<file path="config.mk">
export PLATFORM = sky130hd
export DESIGN_NAME = lax_der_signature_parser
export DESIGN_NICKNAME = d
export VERILOG_FILES = /design/src/hdl/ldsp_pkg.sv /design/src/hdl/ldsp_front.sv /design/src/hdl/ldsp_queue.sv /design/src/hdl/ldsp_back.sv /design/src/hdl/lax_der_signature_parser.sv
export VERILOG_INCLUDE_DIRS = /design/src /design/src/hdl
export SDC_FILE = /design/constraint.sdc
export NUM_CORES = 2
export LEC_CHECK = 0
export ABC_CLOCK_PERIOD_IN_PS = 42500
export BUFFER_PORTS_ARGS = -buffer_cell sky130_fd_sc_hd__buf_2
export CORE_MARGIN = 2
export CORE_UTILIZATION = 55
export CTS_BUF_LIST = sky130_fd_sc_hd__clkbuf_16
export DETAILED_ROUTE_END_ITERATION = 10
export MAX_ROUTING_LAYER = met4
export PLACE_DENSITY = 0.74
export SLEW_MARGIN = 40
export SYNTH_ARGS = -nofsm -noshare
export SYNTH_HDL_FRONTEND = slang
export SYNTH_SLANG_ARGS = --single-unit
</file>
<file path="constraint.sdc">
create_clock -name aclk -period 42.5 [get_ports aclk]
set_clock_uncertainty 0.15 [all_clocks]
set_input_delay 6.375 -clock aclk [delete_from_list [all_inputs] [get_ports aclk]]
set_output_delay 6.375 -clock aclk [all_outputs]
set_load 0.02 [all_outputs]
</file>
<file path="src/hdl/lax_der_signature_parser_defines.svh">
// ----------------------------------------------------------------------------
// Lax DER signature parser - assertion macros
// Shared concurrent assertion forms, clocked on aclk and disabled in reset.
// ----------------------------------------------------------------------------
`ifndef LAX_DER_SIGNATURE_PARSER_DEFINES_SVH
`define LAX_DER_SIGNATURE_PARSER_DEFINES_SVH

// Same-cycle implication
`define LDSP_ASSERT_IMP(lbl, ante, cons, msg) \
    lbl: assert property (@(posedge aclk) disable iff (!aresetn) (ante) |-> (cons)) \
        else $error(msg);

// Next-cycle implication
`define LDSP_ASSERT_NXT(lbl, ante, cons, msg) \
    lbl: assert property (@(posedge aclk) disable iff (!aresetn) (ante) |=> (cons)) \
        else $error(msg);

`endif

</file>
<file path="src/hdl/ldsp_pkg.sv">
// ----------------------------------------------------------------------------
// ldsp_pkg
// Types and constants shared by the lax DER signature parser modules.
// ----------------------------------------------------------------------------
`timescale 1ns / 1ps

package ldsp_pkg;

    // Stream limits
    localparam int MAX_STREAM_BYTES_DEF = 65535;
    localparam int MIN_SIG_BYTES        = 8;
    localparam int INT_MAX_BYTES        = 32;
    localparam int MAX_SIG_LEN_BYTES    = 4;

    // Encoding bytes
    localparam logic [7:0] SEQ_TAG   = 8'h30;
    localparam logic [7:0] INT_TAG   = 8'h02;
    localparam logic [7:0] HASH_ALL  = 8'h01;

    // Field widths
    localparam int LIMB_W   = 64;
    localparam int NUM_LIMB = 4;
    localparam int INT_W    = LIMB_W * NUM_LIMB;
    localparam int LEN_W    = 24;
    localparam int IDX_W    = 3;
    localparam int M_DATA_W = 72;

    // Record queue between parser and limb emitter
    localparam int QUEUE_DEPTH = 2;
    localparam int QPTR_W      = (QUEUE_DEPTH > 1) ? $clog2(QUEUE_DEPTH) : 1;
    localparam int QCNT_W      = $clog2(QUEUE_DEPTH + 1);

    typedef enum logic [3:0] {
        PH_HDR,
        PH_SEQLEN,
        PH_SEQSKIP,
        PH_RMARK,
        PH_RLENHDR,
        PH_RLENB,
        PH_RDATA,
        PH_SMARK,
        PH_SLENHDR,
        PH_SLENB,
        PH_SDATA,
        PH_HASHT,
        PH_TRAIL
    } phase_t;

    // One parsed signature
    typedef struct packed {
        logic             ok;
        logic             hash_type;
        logic [INT_W-1:0] r_val;
        logic [INT_W-1:0] s_val;
    } sig_rec_t;

    // Queue status
    typedef struct packed {
        logic empty;
        logic full;
    } q_stat_t;

endpackage

</file>
<file path="src/hdl/ldsp_front.sv">
// ----------------------------------------------------------------------------
// ldsp_front
// Byte parser: walks the DER phases one byte per cycle unless the queue is
// full, and pushes one record per signature into it on the final byte.
// ----------------------------------------------------------------------------
`timescale 1ns / 1ps

module ldsp_front import ldsp_pkg::*; #(
    parameter int MAX_STREAM_BYTES = MAX_STREAM_BYTES_DEF
) (
    input  logic      aclk,
    input  logic      aresetn,
    input  logic      byte_acc,
    input  logic [7:0] sig_byte,
    input  logic      final_byte,
    output logic      rec_push,
    output sig_rec_t  rec
);

    localparam int POS_W = $clog2(MAX_STREAM_BYTES + 1);

    phase_t             phase_reg, phase_next;
    logic [POS_W-1:0]   pos_reg, pos_next;
    logic               err_reg, err_next;
    logic [6:0]         lbl_reg, lbl_next;
    logic [2:0]         slc_reg, slc_next;
    logic [LEN_W-1:0]   il_reg, il_next;
    logic [LEN_W-1:0]   ibl_reg, ibl_next;
    logic [INT_W-1:0]   r_reg, r_next;
    logic [INT_W-1:0]   s_reg, s_next;
    logic               hflag_reg, hflag_next;

    logic               is_s;
    logic [6:0]         lbl_dec;
    logic [2:0]         slc_inc;
    logic [LEN_W-1:0]   il_shift;
    logic [LEN_W-1:0]   ibl_dec;

    assign is_s     = (phase_reg == PH_SLENHDR) || (phase_reg == PH_SLENB) ||
                      (phase_reg == PH_SDATA);
    assign lbl_dec  = lbl_reg - 7'd1;
    assign slc_inc  = slc_reg + 3'd1;
    assign il_shift = {il_reg[LEN_W-9:0], sig_byte};
    assign ibl_dec  = ibl_reg - LEN_W'(1);

    // Next parse state for the accepted byte
    always_comb begin
        phase_next = phase_reg;
        pos_next   = pos_reg;
        err_next   = err_reg;
        lbl_next   = lbl_reg;
        slc_next   = slc_reg;
        il_next    = il_reg;
        ibl_next   = ibl_reg;
        r_next     = r_reg;
        s_next     = s_reg;
        hflag_next = hflag_reg;
        if (byte_acc) begin
            if (!err_reg) begin
                case (phase_reg)
                    PH_HDR: begin
                        if (sig_byte != SEQ_TAG) err_next = 1'b1;
                        else phase_next = PH_SEQLEN;
                    end
                    PH_SEQLEN: begin
                        if (sig_byte[7] && (sig_byte[6:0] != 7'd0)) begin
                            lbl_next   = sig_byte[6:0];
                            phase_next = PH_SEQSKIP;
                        end else begin
                            phase_next = PH_RMARK;
                        end
                    end
                    PH_SEQSKIP: begin
                        lbl_next = lbl_dec;
                        if (lbl_dec == 7'd0) phase_next = PH_RMARK;
                    end
                    PH_RMARK, PH_SMARK: begin
                        if (sig_byte != INT_TAG) err_next = 1'b1;
                        else phase_next = (phase_reg == PH_SMARK) ? PH_SLENHDR
                                                                  : PH_RLENHDR;
                    end
                    PH_RLENHDR, PH_SLENHDR: begin
                        if (sig_byte[7]) begin
                            if (sig_byte[6:0] == 7'd0) begin
                                err_next = 1'b1;
                            end else begin
                                lbl_next   = sig_byte[6:0];
                                slc_next   = 3'd0;
                                il_next    = '0;
                                phase_next = is_s ? PH_SLENB : PH_RLENB;
                            end
                        end else if (sig_byte == 8'd0) begin
                            err_next = 1'b1;
                        end else begin
                            il_next    = LEN_W'(sig_byte);
                            ibl_next   = LEN_W'(sig_byte);
                            phase_next = is_s ? PH_SDATA : PH_RDATA;
                        end
                    end
                    PH_RLENB, PH_SLENB: begin
                        lbl_next = lbl_dec;
                        if (!((sig_byte == 8'd0) && (slc_reg == 3'd0))) begin
                            slc_next = slc_inc;
                            if (slc_inc >= 3'(MAX_SIG_LEN_BYTES)) err_next = 1'b1;
                            else il_next = il_shift;
                        end
                        if (!err_next && (lbl_dec == 7'd0)) begin
                            if (il_next == '0) begin
                                err_next = 1'b1;
                            end else begin
                                ibl_next   = il_next;
                                phase_next = is_s ? PH_SDATA : PH_RDATA;
                            end
                        end
                    end
                    PH_RDATA, PH_SDATA: begin
                        if ((ibl_reg > LEN_W'(INT_MAX_BYTES)) && (sig_byte != 8'd0)) begin
                            err_next = 1'b1;
                        end else begin
                            if (is_s) s_next = {s_reg[INT_W-9:0], sig_byte};
                            else      r_next = {r_reg[INT_W-9:0], sig_byte};
                            ibl_next = ibl_dec;
                            if (ibl_dec == '0) phase_next = is_s ? PH_HASHT : PH_SMARK;
                        end
                    end
                    PH_HASHT: begin
                        if (sig_byte == HASH_ALL) hflag_next = 1'b1;
                        phase_next = PH_TRAIL;
                    end
                    default: begin
                    end
                endcase
            end
            if (pos_reg < POS_W'(MAX_STREAM_BYTES)) pos_next = pos_reg + POS_W'(1);
        end
    end

    // Build the record for the final byte
    always_comb begin
        rec_push      = byte_acc && final_byte;
        rec.ok        = !err_next && (pos_next >= POS_W'(MIN_SIG_BYTES)) &&
                        ((phase_next == PH_HASHT) || (phase_next == PH_TRAIL));
        rec.hash_type = hflag_next;
        rec.r_val     = r_next;
        rec.s_val     = s_next;
    end

    // Hold parse state; clear it on reset and after each final byte
    always_ff @(posedge aclk) begin
        if (!aresetn || rec_push) begin
            phase_reg <= PH_HDR;
            pos_reg   <= '0;
            err_reg   <= 1'b0;
            lbl_reg   <= '0;
            slc_reg   <= '0;
            il_reg    <= '0;
            ibl_reg   <= '0;
            r_reg     <= '0;
            s_reg     <= '0;
            hflag_reg <= 1'b0;
        end else begin
            phase_reg <= phase_next;
            pos_reg   <= pos_next;
            err_reg   <= err_next;
            lbl_reg   <= lbl_next;
            slc_reg   <= slc_next;
            il_reg    <= il_next;
            ibl_reg   <= ibl_next;
            r_reg     <= r_next;
            s_reg     <= s_next;
            hflag_reg <= hflag_next;
        end
    end

endmodule

</file>
<file path="src/hdl/ldsp_queue.sv">
// ----------------------------------------------------------------------------
// ldsp_queue
// Short record queue that decouples the byte parser from the limb emitter.
// ----------------------------------------------------------------------------
`timescale 1ns / 1ps

module ldsp_queue import ldsp_pkg::*; (
    input  logic     aclk,
    input  logic     aresetn,
    input  logic     push,
    input  sig_rec_t push_rec,
    input  logic     pop,
    output sig_rec_t head_rec,
    output q_stat_t  stat
);

    sig_rec_t            mem [QUEUE_DEPTH];
    logic [QPTR_W-1:0]   wr_ptr_reg, wr_ptr_next;
    logic [QPTR_W-1:0]   rd_ptr_reg, rd_ptr_next;
    logic [QCNT_W-1:0]   cnt_reg, cnt_next;
    logic                do_push, do_pop;

    assign stat.empty = (cnt_reg == '0);
    assign stat.full  = (cnt_reg == QCNT_W'(QUEUE_DEPTH));
    assign do_push    = push && !stat.full;
    assign do_pop     = pop && !stat.empty;
    assign head_rec   = mem[rd_ptr_reg];

    // Advance pointers and fill count
    always_comb begin
        wr_ptr_next = wr_ptr_reg;
        rd_ptr_next = rd_ptr_reg;
        cnt_next    = cnt_reg;
        if (do_push) begin
            wr_ptr_next = (wr_ptr_reg == QPTR_W'(QUEUE_DEPTH - 1)) ? '0
                                                                   : wr_ptr_reg + QPTR_W'(1);
        end
        if (do_pop) begin
            rd_ptr_next = (rd_ptr_reg == QPTR_W'(QUEUE_DEPTH - 1)) ? '0
                                                                   : rd_ptr_reg + QPTR_W'(1);
        end
        if (do_push && !do_pop) cnt_next = cnt_reg + QCNT_W'(1);
        else if (do_pop && !do_push) cnt_next = cnt_reg - QCNT_W'(1);
    end

    always_ff @(posedge aclk) begin
        if (!aresetn) begin
            wr_ptr_reg <= '0;
            rd_ptr_reg <= '0;
            cnt_reg    <= '0;
        end else begin
            wr_ptr_reg <= wr_ptr_next;
            rd_ptr_reg <= rd_ptr_next;
            cnt_reg    <= cnt_next;
        end
    end

    // Store records
    always_ff @(posedge aclk) begin
        if (do_push) mem[wr_ptr_reg] <= push_rec;
    end

endmodule

</file>
<file path="src/hdl/ldsp_back.sv">
// ----------------------------------------------------------------------------
// ldsp_back
// Limb emitter: walks the head record and sends eight limb words, or one
// invalid word, through a registered output stage.
// ----------------------------------------------------------------------------
`timescale 1ns / 1ps

`include "lax_der_signature_parser_defines.svh"

module ldsp_back import ldsp_pkg::*; (
    input  logic                aclk,
    input  logic                aresetn,
    input  sig_rec_t            head_rec,
    input  q_stat_t             stat,
    output logic                pop,
    output logic                m_tvalid,
    input  logic                m_tready,
    output logic [M_DATA_W-1:0] m_tdata,
    output logic [IDX_W-1:0]    m_tuser,
    output logic                m_tlast
);

    logic                valid_reg, valid_next;
    logic [M_DATA_W-1:0] data_reg, data_next;
    logic [IDX_W-1:0]    idx_reg, idx_next;
    logic                last_reg, last_next;
    logic [IDX_W-1:0]    cnt_reg, cnt_next;
    logic                load;
    logic [INT_W-1:0]    int_sel;
    logic [LIMB_W-1:0]   limb;
    logic                is_last;

    assign load    = !valid_reg || m_tready;
    assign int_sel = cnt_reg[IDX_W-1] ? head_rec.s_val : head_rec.r_val;
    assign limb    = int_sel[cnt_reg[IDX_W-2:0] * LIMB_W +: LIMB_W];
    assign is_last = !head_rec.ok || (cnt_reg == IDX_W'(2 * NUM_LIMB - 1));

    // Next output word and limb counter
    always_comb begin
        valid_next = valid_reg;
        data_next  = data_reg;
        idx_next   = idx_reg;
        last_next  = last_reg;
        cnt_next   = cnt_reg;
        pop        = 1'b0;
        if (load) begin
            valid_next = !stat.empty;
            if (!stat.empty) begin
                data_next = '0;
                if (head_rec.ok) begin
                    data_next[0]          = 1'b1;
                    data_next[LIMB_W:1]   = limb;
                    data_next[LIMB_W + 1] = head_rec.hash_type;
                end
                idx_next  = head_rec.ok ? cnt_reg : '0;
                last_next = is_last;
                pop       = is_last;
                cnt_next  = is_last ? '0 : cnt_reg + IDX_W'(1);
            end
        end
    end

    always_ff @(posedge aclk) begin
        if (!aresetn) begin
            valid_reg <= 1'b0;
            cnt_reg   <= '0;
        end else begin
            valid_reg <= valid_next;
            cnt_reg   <= cnt_next;
        end
    end

    // Output payload
    always_ff @(posedge aclk) begin
        data_reg <= data_next;
        idx_reg  <= idx_next;
        last_reg <= last_next;
    end

    assign m_tvalid = valid_reg;
    assign m_tdata  = data_reg;
    assign m_tuser  = idx_reg;
    assign m_tlast  = last_reg;

    `LDSP_ASSERT_IMP(a_invalid_single, valid_reg && !data_reg[0], last_reg && (idx_reg == '0), "invalid word must be a single last word at index 0")
    `LDSP_ASSERT_IMP(a_cnt_has_rec, cnt_reg != '0, !stat.empty, "limb counter running with empty queue")
    `LDSP_ASSERT_NXT(a_cnt_wraps, load && !stat.empty && is_last, cnt_reg == '0, "limb counter did not restart after last word")

endmodule

</file>
<file path="src/hdl/lax_der_signature_parser.sv">
// With the output stage idle, the record is written to the record queue when the final
// byte is accepted, and its first word is then registered in the output stage.
// Throughput: one input byte per cycle while s_tready is high; each signature then drains
// 8 words (1 if invalid) from the output register at one per cycle while m_tready is high.
// Two parsed signatures can wait in the record queue; s_tready drops while it is full.
// Reset: synchronous on aresetn low; clears parse state, queue and output valid.
// ----------------------------------------------------------------------------
// lax_der_signature_parser
// Lax DER ECDSA signature parser: bytes in, r and s limbs out.
// ----------------------------------------------------------------------------
`timescale 1ns / 1ps

module lax_der_signature_parser import ldsp_pkg::*; #(
    parameter int MAX_STREAM_BYTES = MAX_STREAM_BYTES_DEF
) (
    input  logic                aclk,
    input  logic                aresetn,
    input  logic                s_tvalid,
    output logic                s_tready,
    input  logic [7:0]          s_tdata,    // [7:0] sig_byte
    input  logic                s_tlast,    // final_byte
    output logic                m_tvalid,
    input  logic                m_tready,
    output logic [M_DATA_W-1:0] m_tdata,    // [0] sig_valid, [64:1] limb_value,
                                            // [65] hash_type, [71:66] zero
    output logic [IDX_W-1:0]    m_tuser,    // [2:0] limb_index
    output logic                m_tlast     // run_last
);

    logic     byte_acc;
    logic     rec_push;
    sig_rec_t rec;
    sig_rec_t head_rec;
    q_stat_t  stat;
    logic     pop;

    assign s_tready = !stat.full;
    assign byte_acc = s_tvalid && s_tready;

    ldsp_front #(
        .MAX_STREAM_BYTES (MAX_STREAM_BYTES)
    ) u_front (
        .aclk       (aclk),
        .aresetn    (aresetn),
        .byte_acc   (byte_acc),
        .sig_byte   (s_tdata),
        .final_byte (s_tlast),
        .rec_push   (rec_push),
        .rec        (rec)
    );

    ldsp_queue u_queue (
        .aclk     (aclk),
        .aresetn  (aresetn),
        .push     (rec_push),
        .push_rec (rec),
        .pop      (pop),
        .head_rec (head_rec),
        .stat     (stat)
    );

    ldsp_back u_back (
        .aclk     (aclk),
        .aresetn  (aresetn),
        .head_rec (head_rec),
        .stat     (stat),
        .pop      (pop),
        .m_tvalid (m_tvalid),
        .m_tready (m_tready),
        .m_tdata  (m_tdata),
        .m_tuser  (m_tuser),
        .m_tlast  (m_tlast)
    );

endmodule
</file>
# Word-level counts from Yosys, hierarchy flattened
# Memory sizes are Yosys's and may differ from the RTL's. A register that Yosys moved wholly into a read port is not among the register bits.
# Cells that the tools add are included.
word_totals:
  register_bits: 670
  mem_bits_rw: 1028
  output_inout_bits: 78
  input_bits: 13
  memories: 1
  elab_cells: 201
classes:
  reduce_logical: 51
  n_lt_le_gt_ge: 4
  eq_ne: 29
  bitwise_logic: 2
  n_mux: 85
  add_sub_neg: 9
  shifts: 1
mem_list:
  columns: ["name", "words", "width", "rd", "rd_ports_with_merged_regs", "write_ports", "line_no", "rtl"]
  rows:
  - ["u_queue.mem", 2, 514, 1, 1, 1, "ldsp_queue.sv:17", "sig_rec_t mem [QUEUE_DEPTH];"]
ops:
  columns: ["op", "n"]
  rows:
  - ["two-way mux 256 bit", 11]
  - ["two-way mux 24 bit", 12]
  - ["variable part select 256 x 9 -> 64 bit", 1]
  - ["case mux 24 bit (3 select lines)", 1]
  - ["two-way mux 4 bit", 16]
  - ["logical NOT 24 bit", 2]
  - ["case mux 24 bit (2 select lines)", 1]
  - ["two-way mux 16 bit", 2]
  - ["case mux 4 bit (8 select lines)", 1]
  - ["two-way mux 1 bit", 29]
  - ["== test 4 bit (second input constant)", 6]
  - ["greater-than comparator 24 x 6 -> 1 bit (second input constant)", 1]
  - ["subtractor 24 x 1 -> 24 bit (second input constant)", 1]
  - ["two-way mux 7 bit", 3]
  - ["case mux 7 bit (3 select lines)", 1]
  - ["adder 16 x 1 -> 16 bit (second input constant)", 1]
  - ["== test 4 x 3 -> 1 bit (second input constant)", 4]
  - ["greater-or-equal comparator 16 x 4 -> 1 bit (second input constant)", 1]
  - ["less-than comparator 16 bit (second input constant)", 1]
  - ["logical NOT 7 bit", 2]
  - ["inequality test 2 bit (second input constant)", 7]
  - ["logical AND 1 bit", 12]
  - ["two-way mux 3 bit", 4]
  - ["AND reduction 6 bit", 2]
  - ["other kinds (34)", 59]

# Logic depth before layout (Yosys ltp)
depth:
  depth_word: 16
  mapped_depth: 13

# Cells and area by module
# From an unflattened synthesis, not the netlist that was laid out.
unflattened:
  hier_cells: 4511
  area_unflattened_um2: 70622.7
modules_own_cells:
  columns: ["module", "area_per_inst_um2", "n_inst", "cells_per_inst", "seq_area_each_um2"]
  rows:
  - ["ldsp_queue", 39303.9, 1, 1624, 30969.7]
  - ["ldsp_front", 24771.3, 1, 2339, 11851.4]
  - ["ldsp_back", 6537.5, 1, 546, 2182.1]
  - ["lax_der_signature_parser", 10.0, 1, 2, 0.0]

# Least setup slack after synthesis
# No wires, ideal clock.
synth_path:
  path_type: "input-to-reg"
  start: "in s_tvalid"
  end: "reg u_queue.wr_ptr_reg"
  arrival_time_ps: 29563
  stages: 5
  path_slack_ps: 12629
  cell_sequence: "and2_1 > clkbuf_1 > nand2_1 > nor2_1 > o21a_1"
synth_between:
  elab_chain_cells: 3
synth_lines:
  columns: ["item", "line_no", "rtl"]
  rows:
  - ["from (decl)", "lax_der_signature_parser.sv:18", "input logic s_tvalid,"]
  - ["logical AND 1 bit", "lax_der_signature_parser.sv:38", "assign byte_acc = s_tvalid && s_tready;"]
  - ["logical AND 1 bit", "ldsp_front.sv:140", "rec_push = byte_acc && final_byte;"]
  - ["logical AND 1 bit", "ldsp_queue.sv:25", "assign do_push = push && !stat.full;"]
  - ["to (signal assigned)", "ldsp_queue.sv:52", "wr_ptr_reg <= wr_ptr_next;"]
  - ["to (decl)", "ldsp_queue.sv:18", "logic [QPTR_W-1:0] wr_ptr_reg, wr_ptr_next;"]
# Every way passes these cells.
# A chain may end at the register's enable or synchronous reset.

==> flow_summary.yaml <==
route:
  vias: 33500
  drt_iter0_drc: 2917
  dr.pass1.iters: 7
  avgRoutedWirePerCell_um: 23.2
  drt_wl_total_um: 135000
  ant_nets: 0
  detail_route.vias_per_cell: 5.77
  drc: 0
sta:
  drv_slew: 0
  rsz0062_at_grt: "no"
  worst_pin_slew_ns: 0.869
  slew_headroom_pct: 42.1
  finalCritPeriodShare_pct: 23.4
  finalHoldViolations: 0
  fin_tns_setup_ns: 0
  max_freq_mhz: 101
  setup_viol: 0
  finalCriticalPeriod_ns: 9.95
critical_path:
  crit_path_start: "s_tdata[7]"
  required_ns: 42.96
  crit_type: "in2reg"
  end_kind: "register"
  arrival_ns: 10.41
  r2r-start: "u_front.phase_reg[2]"
  cp-start-kind: "input port"
  r2r_setup_slack_ns: 37.62
  rr_endpoint: "u_front.r_reg[229]"
  cp_max_fo: 61
  r2r_cells: 9
power:
  finalPower_uw: 3820
  ir_drop_mv: 0.0459
  cellLeakagePower_uw: 0.0250
  cellPowerDensity_nw_per_um2: 51.9
finish:
  stdcell_area_um2: 73600
  drive_above_1_share_pct: 29.1
  final_nets: 4069
  final_cell_mix: "edfxtp_1 (1,098), dfxtp_1 (597), nor2b_1 (524), mux2_2 (512), mux4_2 (320)"
  final_common_cell: "edfxtp_1"
  final_core_util_pct: 61.5
  largest_reg_flops: 1028
  finalNonFillerCells: 5802
  area_growth_pct: 11.0
worst_hold_path:
  min_to: "u_front.ibl_reg[22]"
  hold_path.class: "reg2reg"
  whs_path_depth: 2
  min_from: "u_front.ibl_reg[22]"
clock_tree:
  cts_resized: 0
  clockBufferDepth: 3
  cts_tree: "built"
  cts.htree.levels: 4
  cts_setup_buffers: 0
  cts_made_buffers: 167
  cts_hold_buf: 0
  insertion_delay_ns: 0.76
  clock-sinks: 1699
  cts.clk_slew.worst_paths_ns: 0.06
  cts-root-buf: "clkbuf_16"
placement:
  placed_cell_area_um2: 68300
  place.gp.congestion: 0.828
  hpwl_um: 81100
  numPortBuffers: 84
  dp.cells: 5484
yosys:
  yosysWarnings: 0
  synth-edff-count: 1098
  synth-main-ff-cell: "edfxtp_1"
  async_reset_ff_share_pct: 0
  yosys_register_bits: 1699
  synthCells: 3985
  synth.avg_cell_area_um2: 16.6
  synth_area_um2: 66300
  synth_cell_types: 69
  seq_area_frac_synth_pct: 67.9
status:
  outcome: "finished clean"
global_route:
  grt_pass1_vias: 34379
  grt_start_max_net_pins: 163
  gr-usage-all-layers_pct: 22.8
  grt_overflow: 0
  grt_pass1_wl_um: 207000
  antenna_found_initial: 8
die:
  core_um2: 120000
  die_w_um: 351
  die_area_um2: 123000
  initial_core_util_pct: 55.4
  ios: 91
  die_h_um: 351
  row_count: 127
run:
  cap_violations: 0
## per-layer routing
layer / vias to the layer above / part of all wire [%] / global-route usage [%]
li1: 15177 / - / -
met1: 17353 / 44 / 30.7
met2: 798 / 50 / 37.1
met3: 172 / 4.5 / 3.26
met4: 0 / 1.7 / 5.58
met5: - / 0 / -
## worst max-delay path, cell delays in order
cell and delay (ns):
buf_2 0.24, or4_1 0.59, nor2_1 0.25, a41o_2 0.18, nand3_1 0.19, a21oi_4 0.71, buf_6 0.55, buf_6 0.62
mux2_2 0.43, nor2b_1 0.14
## cells in the mapped netlist, types with 27 or more instances
master / number / area (um^2)
a21oi_1: 57 / 285
and2_1: 75 / 469
buf_1: 32 / 120
buf_2: 57 / 285
clkbuf_1: 147 / 552
dfxtp_1: 601 / 12000
edfxtp_1: 1098 / 33000
mux2_2: 512 / 5770
mux4_2: 320 / 7210
nand2_1: 113 / 424
nor2_1: 107 / 402
nor2b_1: 524 / 3280
nor3_1: 27 / 135
o21ai_0: 50 / 250
## cells by family (layout without fill, tap and decap cells)
group / count (synthesis) / after routing / share of synthesized area [%]
flip-flops: 1699 / 1699 / 67.9
AO/OA/AOI/OAI: 181 / 181 / 1.71
XOR/XNOR: 27 / 27 / 0.357
AND/OR/NAND/NOR: 950 / 950 / 8.23
adder cells (fa/ha/maj): 11 / 11 / 0.208
multiplexers: 852 / 852 / 19.9
buffers and inverters: 264 / 463 / 1.68
other: 1 / 7 / 0.00566
## report_power, final
group | internal (uW) | switching [uW]
Combinational | 239 | 316
Clock | 771 | 601
Sequential | 1860 | 36.6
## through the flow
stage               hold slack [ns]  setup slack (ns)
finish                        0.322             32.55
global route                  0.343             32.29
CTS                           0.321             32.37
detailed placement            0.312             31.58
global placement              0.311             31.19
floorplan                     0.295             12.63
## cell type report
| cell class | count | area, um^2 |
|---|---|---|
| fillers | 8591 | 46100 |
| flip-flops and latches | 1699 | 45000 |
| multi-input cells | 2027 | 20200 |
| clock buffers | 173 | 4330 |
| well taps | 1612 | 2020 |
| repair buffers | 133 | 1110 |
| clock inverters | 140 | 796 |
| inverters | 17 | 66.3 |
| diodes | 1 | 2.50 |
## how the worst max path moves through the flow
stage | cells past startpoint | to | slack [ns]
after floorplan | 5 | u_queue.wr_ptr_reg | 12.63
after global placement | 11 | u_front.s_reg[183] | 31.19
after detailed placement | 10 | u_front.r_reg[127] | 31.58
after CTS | 10 | u_front.r_reg[63] | 32.37
after global routing | 10 | u_front.r_reg[253] | 32.29
final | 10 | u_front.r_reg[229] | 32.55
No activity file was read; power rests on OpenSTA's default activity.
